File: src/hdl/tsc_pkg.sv
// shared types and constants of the translation sign check block
// microcode word layout, operand selects, port widths; no dependencies
`timescale 1ns / 1ps
`default_nettype none

package tsc_pkg;

	localparam int FRAC_BITS_DEF = 14;
	localparam int ACC_WIDTH_DEF = 48;

	localparam int COEF_W      = 16;
	localparam int IMG_W       = 16;
	localparam int PLY_W       = 20;
	localparam int REG_W       = 48;
	localparam int TOTAL_W     = 48;
	localparam int CFG_AW      = 2;
	localparam int IN_TDATA_W  = 112;
	localparam int OUT_TDATA_W = 104;

	localparam int STEP_W = 5;
	localparam logic [STEP_W-1:0] UC_FIN_STEP = STEP_W'(21);

	typedef enum logic [CFG_AW-1:0] {
		CFG_E_ROW0,
		CFG_E_ROW1,
		CFG_E_ROW2,
		CFG_T_VECTOR
	} cfg_idx_t;

	// multiplier operand a: 16-bit coefficient sources
	typedef enum logic [3:0] {
		A_E00, A_E01, A_E02,
		A_E10, A_E11, A_E12,
		A_E20, A_E21, A_E22,
		A_IMG0, A_IMG1, A_IMG2,
		A_T0, A_T1, A_T2
	} asel_t;

	// multiplier operand b: wide sources
	typedef enum logic [3:0] {
		B_PLY0, B_PLY1, B_PLY2,
		B_EX0, B_EX1, B_EX2,
		B_CR0, B_CR1, B_CR2
	} bsel_t;

	typedef enum logic [1:0] {
		ACC_HOLD,
		ACC_LOAD,
		ACC_ADD,
		ACC_SUB
	} accop_t;

	typedef enum logic [2:0] {
		D_NONE,
		D_EX0, D_EX1, D_EX2,
		D_CR0, D_CR1, D_CR2,
		D_SUM
	} dest_t;

	typedef enum logic [1:0] {
		J_NEXT,
		J_IFSKIP,
		J_END
	} jmp_t;

	typedef struct packed {
		asel_t             asel;
		bsel_t             bsel;
		accop_t            accop;
		dest_t             dest;
		jmp_t              jmp;
		logic [STEP_W-1:0] target;
	} ucw_t;

	typedef enum logic [1:0] {
		SQ_IDLE = 2'b01,
		SQ_RUN  = 2'b10
	} seq_state_t;

	typedef struct packed {
		logic take;
		logic run;
		logic emit;
		ucw_t uc;
	} dp_ctrl_t;

	typedef struct packed {
		logic skip;
		logic fin_ok;
	} dp_stat_t;

endpackage

`default_nettype wire

File: src/hdl/tsc_ucode_rom.sv
// microcode program of the sign check: one control word per step
// depends on tsc_pkg for the control word layout
`timescale 1ns / 1ps
`default_nettype none

module tsc_ucode_rom import tsc_pkg::*; (
	input  logic [STEP_W-1:0] step,
	output ucw_t              uw
);

	function automatic ucw_t mk(input asel_t a, input bsel_t b, input accop_t op,
			input dest_t d, input jmp_t j);
		ucw_t w;
		w.asel   = a;
		w.bsel   = b;
		w.accop  = op;
		w.dest   = d;
		w.jmp    = j;
		w.target = UC_FIN_STEP;
		return w;
	endfunction

	// accumulator works on the product of the previous step,
	// a store reads the accumulator as it stood before this step
	always_comb begin
		unique case (step)
			STEP_W'(0):  uw = mk(A_E00,  B_PLY0, ACC_HOLD, D_NONE, J_IFSKIP);
			STEP_W'(1):  uw = mk(A_E00,  B_PLY0, ACC_HOLD, D_NONE, J_NEXT);
			STEP_W'(2):  uw = mk(A_E01,  B_PLY1, ACC_LOAD, D_NONE, J_NEXT);
			STEP_W'(3):  uw = mk(A_E02,  B_PLY2, ACC_ADD,  D_NONE, J_NEXT);
			STEP_W'(4):  uw = mk(A_E10,  B_PLY0, ACC_ADD,  D_NONE, J_NEXT);
			STEP_W'(5):  uw = mk(A_E11,  B_PLY1, ACC_LOAD, D_EX0,  J_NEXT);
			STEP_W'(6):  uw = mk(A_E12,  B_PLY2, ACC_ADD,  D_NONE, J_NEXT);
			STEP_W'(7):  uw = mk(A_E20,  B_PLY0, ACC_ADD,  D_NONE, J_NEXT);
			STEP_W'(8):  uw = mk(A_E21,  B_PLY1, ACC_LOAD, D_EX1,  J_NEXT);
			STEP_W'(9):  uw = mk(A_E22,  B_PLY2, ACC_ADD,  D_NONE, J_NEXT);
			// cross product, z term first since ex2 is not ready yet
			STEP_W'(10): uw = mk(A_IMG0, B_EX1,  ACC_ADD,  D_NONE, J_NEXT);
			STEP_W'(11): uw = mk(A_IMG1, B_EX0,  ACC_LOAD, D_EX2,  J_NEXT);
			STEP_W'(12): uw = mk(A_IMG1, B_EX2,  ACC_SUB,  D_NONE, J_NEXT);
			STEP_W'(13): uw = mk(A_IMG2, B_EX1,  ACC_LOAD, D_CR2,  J_NEXT);
			STEP_W'(14): uw = mk(A_IMG2, B_EX0,  ACC_SUB,  D_NONE, J_NEXT);
			STEP_W'(15): uw = mk(A_IMG0, B_EX2,  ACC_LOAD, D_CR0,  J_NEXT);
			// dot product with t
			STEP_W'(16): uw = mk(A_T0,   B_CR0,  ACC_SUB,  D_NONE, J_NEXT);
			STEP_W'(17): uw = mk(A_T2,   B_CR2,  ACC_LOAD, D_CR1,  J_NEXT);
			STEP_W'(18): uw = mk(A_T1,   B_CR1,  ACC_ADD,  D_NONE, J_NEXT);
			STEP_W'(19): uw = mk(A_T1,   B_CR1,  ACC_ADD,  D_NONE, J_NEXT);
			STEP_W'(20): uw = mk(A_T1,   B_CR1,  ACC_HOLD, D_SUM,  J_NEXT);
			STEP_W'(21): uw = mk(A_T1,   B_CR1,  ACC_HOLD, D_NONE, J_END);
			default:     uw = mk(A_E00,  B_PLY0, ACC_HOLD, D_NONE, J_END);
		endcase
	end

endmodule

`default_nettype wire

File: src/hdl/tsc_sequencer.sv
// step counter and jump logic that walks the microcode program per point
// depends on tsc_pkg; control word comes from tsc_ucode_rom
`timescale 1ns / 1ps
`default_nettype none

module tsc_sequencer import tsc_pkg::*; (
	input  logic              clk,
	input  logic              arst_n,
	input  logic              s_valid,
	output logic              s_ready,
	input  dp_stat_t          stat,
	input  ucw_t              uw,
	output logic [STEP_W-1:0] step,
	output dp_ctrl_t          ctrl
);

	seq_state_t        state_q;
	logic [STEP_W-1:0] step_q;

	assign s_ready   = (state_q == SQ_IDLE);
	assign step      = step_q;
	assign ctrl.take = s_valid && s_ready;
	assign ctrl.run  = (state_q == SQ_RUN);
	assign ctrl.emit = ctrl.run && (uw.jmp == J_END) && stat.fin_ok;
	assign ctrl.uc   = uw;

	always_ff @(posedge clk or negedge arst_n) begin
		if (!arst_n) begin
			state_q <= SQ_IDLE;
			step_q  <= '0;
		end else begin
			unique case (state_q)
				SQ_IDLE: begin
					if (ctrl.take) begin
						state_q <= SQ_RUN;
						step_q  <= '0;
					end
				end
				SQ_RUN: begin
					unique case (uw.jmp)
						J_NEXT:   step_q <= step_q + STEP_W'(1);
						J_IFSKIP: step_q <= stat.skip ? uw.target : step_q + STEP_W'(1);
						J_END: begin
							// hold on the last step while the result slot is taken
							if (stat.fin_ok)
								state_q <= SQ_IDLE;
						end
						default:  state_q <= SQ_IDLE;
					endcase
				end
				default: state_q <= SQ_IDLE;
			endcase
		end
	end

endmodule

`default_nettype wire

File: src/hdl/tsc_datapath.sv
// datapath: config registers, shared multiplier, accumulator, saturating sum
// and output register; driven by the control word of tsc_sequencer, uses tsc_pkg
`timescale 1ns / 1ps
`default_nettype none

module tsc_datapath import tsc_pkg::*; #(
	parameter int FRAC_BITS = FRAC_BITS_DEF,
	parameter int ACC_WIDTH = ACC_WIDTH_DEF
) (
	input  logic                   clk,
	input  logic                   arst_n,
	input  logic                   cfg_wen,
	input  logic [CFG_AW-1:0]      cfg_addr,
	input  logic [REG_W-1:0]       cfg_wdata,
	input  logic [IN_TDATA_W-1:0]  s_data,
	input  logic                   s_last,
	input  dp_ctrl_t               ctrl,
	output dp_stat_t               stat,
	output logic                   m_valid,
	input  logic                   m_ready,
	output logic [OUT_TDATA_W-1:0] m_data
);

	localparam int EX_W   = COEF_W + PLY_W + 2 - FRAC_BITS;
	localparam int CR_W   = IMG_W + EX_W + 1 - FRAC_BITS;
	localparam int DOT_W  = COEF_W + CR_W + 2 - FRAC_BITS;
	localparam int MB_A   = (PLY_W > EX_W) ? PLY_W : EX_W;
	localparam int MB_W   = (MB_A > CR_W) ? MB_A : CR_W;
	localparam int PROD_W = COEF_W + MB_W;
	localparam int ACCP_W = PROD_W + 2;
	localparam int SUM_W  = ((ACC_WIDTH > DOT_W) ? ACC_WIDTH : DOT_W) + 1;
	localparam int PAD_W  = OUT_TDATA_W - 3 * COEF_W - 1 - TOTAL_W;

	localparam logic signed [ACC_WIDTH-1:0] SUM_MAX = {1'b0, {(ACC_WIDTH-1){1'b1}}};
	localparam logic signed [ACC_WIDTH-1:0] SUM_MIN = {1'b1, {(ACC_WIDTH-1){1'b0}}};

	function automatic logic [COEF_W-1:0] neg_sat(input logic [COEF_W-1:0] v);
		logic [COEF_W-1:0] most_neg;
		most_neg = {1'b1, {(COEF_W-1){1'b0}}};
		return (v == most_neg) ? ~most_neg : (~v + COEF_W'(1));
	endfunction

	logic [REG_W-1:0]            e_row_q [3];
	logic [REG_W-1:0]            t_vec_q;
	logic signed [IMG_W-1:0]     img_q [3];
	logic signed [PLY_W-1:0]     ply_q [3];
	logic                        last_q;
	logic signed [COEF_W-1:0]    mul_a;
	logic signed [MB_W-1:0]      mul_b;
	logic signed [PROD_W-1:0]    prod_s1;
	logic signed [ACCP_W-1:0]    acc_q;
	logic signed [ACCP_W-1:0]    acc_shr;
	logic signed [EX_W-1:0]      ex_q [3];
	logic signed [CR_W-1:0]      cr_q [3];
	logic signed [DOT_W-1:0]     dot;
	logic signed [SUM_W-1:0]     sum_add;
	logic [SUM_W-ACC_WIDTH:0]    sum_top;
	logic signed [ACC_WIDTH-1:0] sum_next;
	logic signed [ACC_WIDTH-1:0] sum_q;
	logic                        first_pending_q;
	logic                        out_valid_q;
	logic                        flip;
	logic [COEF_W-1:0]           t_out_q [3];
	logic                        flipped_q;
	logic [TOTAL_W-1:0]          total_q;

	always_ff @(posedge clk or negedge arst_n) begin
		if (!arst_n) begin
			e_row_q[0] <= '0;
			e_row_q[1] <= '0;
			e_row_q[2] <= '0;
			t_vec_q    <= '0;
		end else if (cfg_wen) begin
			unique case (cfg_idx_t'(cfg_addr))
				CFG_E_ROW0:   e_row_q[0] <= cfg_wdata;
				CFG_E_ROW1:   e_row_q[1] <= cfg_wdata;
				CFG_E_ROW2:   e_row_q[2] <= cfg_wdata;
				CFG_T_VECTOR: t_vec_q    <= cfg_wdata;
				default: ;
			endcase
		end
	end

	always_ff @(posedge clk) begin
		if (ctrl.take) begin
			img_q[0] <= s_data[0*IMG_W +: IMG_W];
			img_q[1] <= s_data[1*IMG_W +: IMG_W];
			img_q[2] <= s_data[2*IMG_W +: IMG_W];
			ply_q[0] <= s_data[3*IMG_W + 0*PLY_W +: PLY_W];
			ply_q[1] <= s_data[3*IMG_W + 1*PLY_W +: PLY_W];
			ply_q[2] <= s_data[3*IMG_W + 2*PLY_W +: PLY_W];
			last_q   <= s_last;
		end
	end

	always_comb begin
		case (ctrl.uc.asel)
			A_E00:   mul_a = e_row_q[0][0*COEF_W +: COEF_W];
			A_E01:   mul_a = e_row_q[0][1*COEF_W +: COEF_W];
			A_E02:   mul_a = e_row_q[0][2*COEF_W +: COEF_W];
			A_E10:   mul_a = e_row_q[1][0*COEF_W +: COEF_W];
			A_E11:   mul_a = e_row_q[1][1*COEF_W +: COEF_W];
			A_E12:   mul_a = e_row_q[1][2*COEF_W +: COEF_W];
			A_E20:   mul_a = e_row_q[2][0*COEF_W +: COEF_W];
			A_E21:   mul_a = e_row_q[2][1*COEF_W +: COEF_W];
			A_E22:   mul_a = e_row_q[2][2*COEF_W +: COEF_W];
			A_IMG0:  mul_a = img_q[0];
			A_IMG1:  mul_a = img_q[1];
			A_IMG2:  mul_a = img_q[2];
			A_T0:    mul_a = t_vec_q[0*COEF_W +: COEF_W];
			A_T1:    mul_a = t_vec_q[1*COEF_W +: COEF_W];
			A_T2:    mul_a = t_vec_q[2*COEF_W +: COEF_W];
			default: mul_a = '0;
		endcase
	end

	always_comb begin
		case (ctrl.uc.bsel)
			B_PLY0:  mul_b = MB_W'(ply_q[0]);
			B_PLY1:  mul_b = MB_W'(ply_q[1]);
			B_PLY2:  mul_b = MB_W'(ply_q[2]);
			B_EX0:   mul_b = MB_W'(ex_q[0]);
			B_EX1:   mul_b = MB_W'(ex_q[1]);
			B_EX2:   mul_b = MB_W'(ex_q[2]);
			B_CR0:   mul_b = MB_W'(cr_q[0]);
			B_CR1:   mul_b = MB_W'(cr_q[1]);
			B_CR2:   mul_b = MB_W'(cr_q[2]);
			default: mul_b = '0;
		endcase
	end

	// floor shift of the exact stage sum
	assign acc_shr = acc_q >>> FRAC_BITS;
	assign dot     = acc_shr[DOT_W-1:0];

	always_ff @(posedge clk) begin
		if (ctrl.run) begin
			prod_s1 <= mul_a * mul_b;
			case (ctrl.uc.accop)
				ACC_LOAD: acc_q <= ACCP_W'(prod_s1);
				ACC_ADD:  acc_q <= acc_q + ACCP_W'(prod_s1);
				ACC_SUB:  acc_q <= acc_q - ACCP_W'(prod_s1);
				default:  acc_q <= acc_q;
			endcase
			case (ctrl.uc.dest)
				D_EX0:   ex_q[0] <= acc_shr[EX_W-1:0];
				D_EX1:   ex_q[1] <= acc_shr[EX_W-1:0];
				D_EX2:   ex_q[2] <= acc_shr[EX_W-1:0];
				D_CR0:   cr_q[0] <= acc_shr[CR_W-1:0];
				D_CR1:   cr_q[1] <= acc_shr[CR_W-1:0];
				D_CR2:   cr_q[2] <= acc_shr[CR_W-1:0];
				default: ;
			endcase
		end
	end

	// saturating add: overflow when the sign bit and the bits above it disagree
	assign sum_add  = SUM_W'(sum_q) + SUM_W'(dot);
	assign sum_top  = sum_add[SUM_W-1:ACC_WIDTH-1];
	assign sum_next = (!(&sum_top) && (|sum_top)) ?
		(sum_add[SUM_W-1] ? SUM_MIN : SUM_MAX) : sum_add[ACC_WIDTH-1:0];

	assign flip = sum_q[ACC_WIDTH-1] || (sum_q == '0);

	always_ff @(posedge clk or negedge arst_n) begin
		if (!arst_n) begin
			sum_q           <= '0;
			first_pending_q <= 1'b1;
			out_valid_q     <= 1'b0;
		end else begin
			if (m_valid && m_ready)
				out_valid_q <= 1'b0;
			if (ctrl.run && (ctrl.uc.jmp == J_IFSKIP))
				first_pending_q <= 1'b0;
			if (ctrl.run && (ctrl.uc.dest == D_SUM))
				sum_q <= sum_next;
			if (ctrl.emit && last_q) begin
				out_valid_q     <= 1'b1;
				sum_q           <= '0;
				first_pending_q <= 1'b1;
			end
		end
	end

	always_ff @(posedge clk) begin
		if (ctrl.emit && last_q) begin
			for (int i = 0; i < 3; i++) begin
				t_out_q[i] <= flip ? neg_sat(t_vec_q[i*COEF_W +: COEF_W])
				                   : t_vec_q[i*COEF_W +: COEF_W];
			end
			flipped_q <= flip;
			total_q   <= TOTAL_W'(sum_q);
		end
	end

	assign stat.skip   = first_pending_q || img_q[1][IMG_W-1] || ply_q[1][PLY_W-1];
	assign stat.fin_ok = !last_q || !out_valid_q || m_ready;

	assign m_valid = out_valid_q;
	assign m_data  = {{PAD_W{1'b0}}, total_q, flipped_q, t_out_q[2], t_out_q[1], t_out_q[0]};

endmodule

`default_nettype wire

File: src/hdl/translation_sign_check.sv
// Translation sign check, top level.
// Input stream: one point correspondence per transfer, tlast marks the last
// point of a set. Output stream: one result per set, sent after its last point.
// Config port: e_row0..2 at index 0..2, t_vector at index 3; write only while idle.
// Each point is taken into an input register, then a microcode program of
// 22 steps runs it through one shared 16 x 27 bit multiplier and a product
// accumulator (E*ply, cross product, dot with t, saturating sum).
// A new point is taken only once the program of the one before has ended;
// a skipped point (first of a set or negative y) jumps from the first step
// to the last. The multiplier does its 18 products in sequence.
// The result is registered when the program of a set's last point ends,
// be that point counted or skipped.
// A finished result waits in the output register; if it has not been taken
// when the next set ends, the program holds on its last step until it is.
// Reset clears the config registers, the running sum and the output valid;
// the next point after reset starts a new set.
// Uses tsc_pkg, tsc_ucode_rom, tsc_sequencer, tsc_datapath.
`timescale 1ns / 1ps
`default_nettype none

module translation_sign_check import tsc_pkg::*; #(
	parameter int FRAC_BITS = FRAC_BITS_DEF,
	parameter int ACC_WIDTH = ACC_WIDTH_DEF
) (
	input  logic                   clk,
	input  logic                   arst_n,
	input  logic                   cfg_wen,
	input  logic [CFG_AW-1:0]      cfg_addr,
	input  logic [REG_W-1:0]       cfg_wdata,
	input  logic                   s_axis_tvalid,
	output logic                   s_axis_tready,
	// img_x, img_y, img_z (16 each), ply_x, ply_y, ply_z (20 each), zero pad
	input  logic [IN_TDATA_W-1:0]  s_axis_tdata,
	// last_point
	input  logic                   s_axis_tlast,
	output logic                   m_axis_tvalid,
	input  logic                   m_axis_tready,
	// t_out_x, t_out_y, t_out_z (16 each), flipped (1), sign_total (48), zero pad
	output logic [OUT_TDATA_W-1:0] m_axis_tdata
);

	logic [STEP_W-1:0] step;
	ucw_t              uw;
	dp_ctrl_t          ctrl;
	dp_stat_t          stat;

	tsc_ucode_rom u_rom (
		.step (step),
		.uw   (uw)
	);

	tsc_sequencer u_seq (
		.clk     (clk),
		.arst_n  (arst_n),
		.s_valid (s_axis_tvalid),
		.s_ready (s_axis_tready),
		.stat    (stat),
		.uw      (uw),
		.step    (step),
		.ctrl    (ctrl)
	);

	tsc_datapath #(
		.FRAC_BITS (FRAC_BITS),
		.ACC_WIDTH (ACC_WIDTH)
	) u_dp (
		.clk       (clk),
		.arst_n    (arst_n),
		.cfg_wen   (cfg_wen),
		.cfg_addr  (cfg_addr),
		.cfg_wdata (cfg_wdata),
		.s_data    (s_axis_tdata),
		.s_last    (s_axis_tlast),
		.ctrl      (ctrl),
		.stat      (stat),
		.m_valid   (m_axis_tvalid),
		.m_ready   (m_axis_tready),
		.m_data    (m_axis_tdata)
	);

endmodule

`default_nettype wire

File: config.mk
export PLATFORM = sky130hd
export DESIGN_NAME = translation_sign_check
export DESIGN_NICKNAME = d
export VERILOG_FILES = /design/src/hdl/tsc_pkg.sv /design/src/hdl/tsc_ucode_rom.sv /design/src/hdl/tsc_sequencer.sv /design/src/hdl/tsc_datapath.sv /design/src/hdl/translation_sign_check.sv
export SDC_FILE = /design/constraint.sdc
export NUM_CORES = 2
export LEC_CHECK = 0
export BUFFER_PORTS_ARGS = -buffer_cell sky130_fd_sc_hd__buf_2
export CORE_MARGIN = 2
export CORE_UTILIZATION = 54
export CTS_CLUSTER_DIAMETER = 30
export CTS_CLUSTER_SIZE = 30
export DETAILED_ROUTE_END_ITERATION = 8
export PLACE_DENSITY = 0.72
export SETUP_SLACK_MARGIN = 0.02
export SYNTH_ARGS = -nofsm -noshare
export SYNTH_HDL_FRONTEND = slang
export SYNTH_HIERARCHICAL = 1
export SYNTH_SLANG_ARGS = --single-unit
File: constraint.sdc
create_clock -name clk -period 11.1 [get_ports clk]
set_clock_uncertainty 0.05 [all_clocks]
set_input_delay 1.11 -clock clk [delete_from_list [all_inputs] [get_ports clk]]
set_output_delay 1.11 -clock clk [all_outputs]
set_load 0.02 [all_outputs]
==> reports/results.tsv <==
metric	value	unit
Port Buf Inserts	262	
Worst-Skew Late Latency	750	ps
GRT Util Overall	32.2	%
DRC	0	
CTS Buf Count	148	
CTS Buffer Depth	3	
Cell Rows	110	
# IOs	274	
H-tree levels	4	
outcome	finished clean	
FMAX	0.0927	GHz
vias per inst	6.05	
vias	36700	
Hold WC Path Type	in -> async	
crit share post-route	97.2	%
Startpoint Class	flop	
WS Path Type	reg -> reg	
vias in the first global route	37100	
fillers	6880	
initial DRC count	3826	
core area	89900	um^2
number of buffers inserted by hold repair at cts	0	
Area Overhead vs Synth	16.9	%
clock-pin slew on the worst setup and hold paths	50	ps
Starting Density	54.4	%
initial antenna violation count	12	
Pre-antenna DRT Iters	8	
final cell count without fillers	6071	
Final Hold Viols	0	
max incr delay on CP	890	ps
crit-path most repeated cell	fa_1	
root buf cell	clkbuf_16	
Setup TNS Final	0	ps
# setup viols final	0	
Arrival @ worst endpoint	11220	ps
count of pins over their slew limit	0	
CTS tree	built	
min Tclk post-route	10790	ps
ratio of cells with drive above 1 in the final layout	18.8	%
clk sinks	696	
Synth warnings	6	
max_cap viols	0	
Final ANT Viol Nets	0	
Die H	305	um
Rel. slew slack	19.7	%
setup fix buffers added after clock tree synthesis	0	
nets@finish	5563	
Post-Route WL	149000	um
largest net degree at the start of global routing	112	
RSZ-0062 raised after global routing	no	
CP max FO	20	
global-route wire length before repair	226000	um
total die area	92900	um^2
Mapped Cells	4437	
Die X-Extent	305	um
crit path max-delay cell type	nor2_1	
DP HPWL	108000	um
Hold Slack	392	ps
Wirelength per Cell	24.5	um
placed insts	5789	
post_cts resized	0	
worst slew pin tran	1200	ps
worst path required time	11540	ps
total global routing overflow	0	
Synth Cell Area	48900	um^2
routability cong.	0.996	
Avg Cell Area, Syn	11.0	um^2
Setup crit end kind	flop	
[layer usage]
metal	track usage [%]	wire length, um
met3	9.36	18100
met2	47.7	65800
met1	44.3	58300
met5	0	0
met4	14.1	6500
[final timing paths]
path                       depth (start not counted)  slack [ps]              endpoint            startpoint
setup / recovery                                  37         310      u_dp/prod_s1[40]         u_seq/step[1]
hold / removal                                     1         390        u_dp/sum_q[24]                arst_n
setup reg to reg                                  37         310      u_dp/prod_s1[40]         u_seq/step[1]
hold reg to reg                                    2         420  u_dp/first_pending_q  u_dp/first_pending_q
max in group asynchronous                          3        8150      u_seq/state_q[1]                arst_n
min in group clk                                   2         420  u_dp/first_pending_q  u_dp/first_pending_q
[per-stage QoR]
stage               setup WS, ps  utilization (%)  instance area, um^2
floorplan                   1820                -                48900
global placement             602             57.6                51800
detailed placement           463             57.6                51800
CTS                          418             63.5                57100
global route                45.9             63.6                57100
finish                       314             63.6                57100
[cells in the final DEF (no fill, tap or decap), types with 48 or more instances in the layout]
master	n
nand4_1	48
nand3_1	66
xor2_1	77
clkbuf_16	151
dfrtp_1	247
buf_4	113
buf_2	261
xnor2_1	119
o21ai_0	116
inv_1	532
a21o_1	94
o211ai_1	56
ha_1	213
mux2_2	230
edfxtp_1	447
a22oi_1	131
nor2_1	335
nand2_1	358
fa_1	418
a21oi_1	181
[critical path: cells and delay by family, from the launching register on]
family / cells / cell delay (ps)
AOI/OAI and AO/OA: 11 / 2510
xor gates and xnor gates: 1 / 90
adders and majority gates: 8 / 3640
buffers and inverters: 9 / 1420
DFF: 1 / 520
and+or+nand+nor: 8 / 2230
[flip-flops by register name, summed over array words and instances (netlist names), 48 cells and up]
name          flops
u_dp/t_vec_q     48
u_dp/sum_q       48
u_dp/img_q       48
u_dp/t_out_q     48
u_dp/e_row_q    144
u_dp/ply_q       60
u_dp/ex_q        72
u_dp/total_q     48
u_dp/cr_q        81
[area by class of cell]
class / count / area, um^2 / area share, %
antenna: 10 / 25.0 / 0.0438
clock buffer: 179 / 3970 / 6.96
clock inverter: 93 / 1300 / 2.28
inverter: 536 / 2010 / 3.53
multi-input combinational: 3004 / 26500 / 46.3
sequential: 696 / 19700 / 34.4
tap: 1176 / 1470 / 2.58
timing repair buffer: 377 / 2210 / 3.87
Power is not shown: default switching activity piles up to over one toggle a cycle in this logic, so the estimate is an artifact.
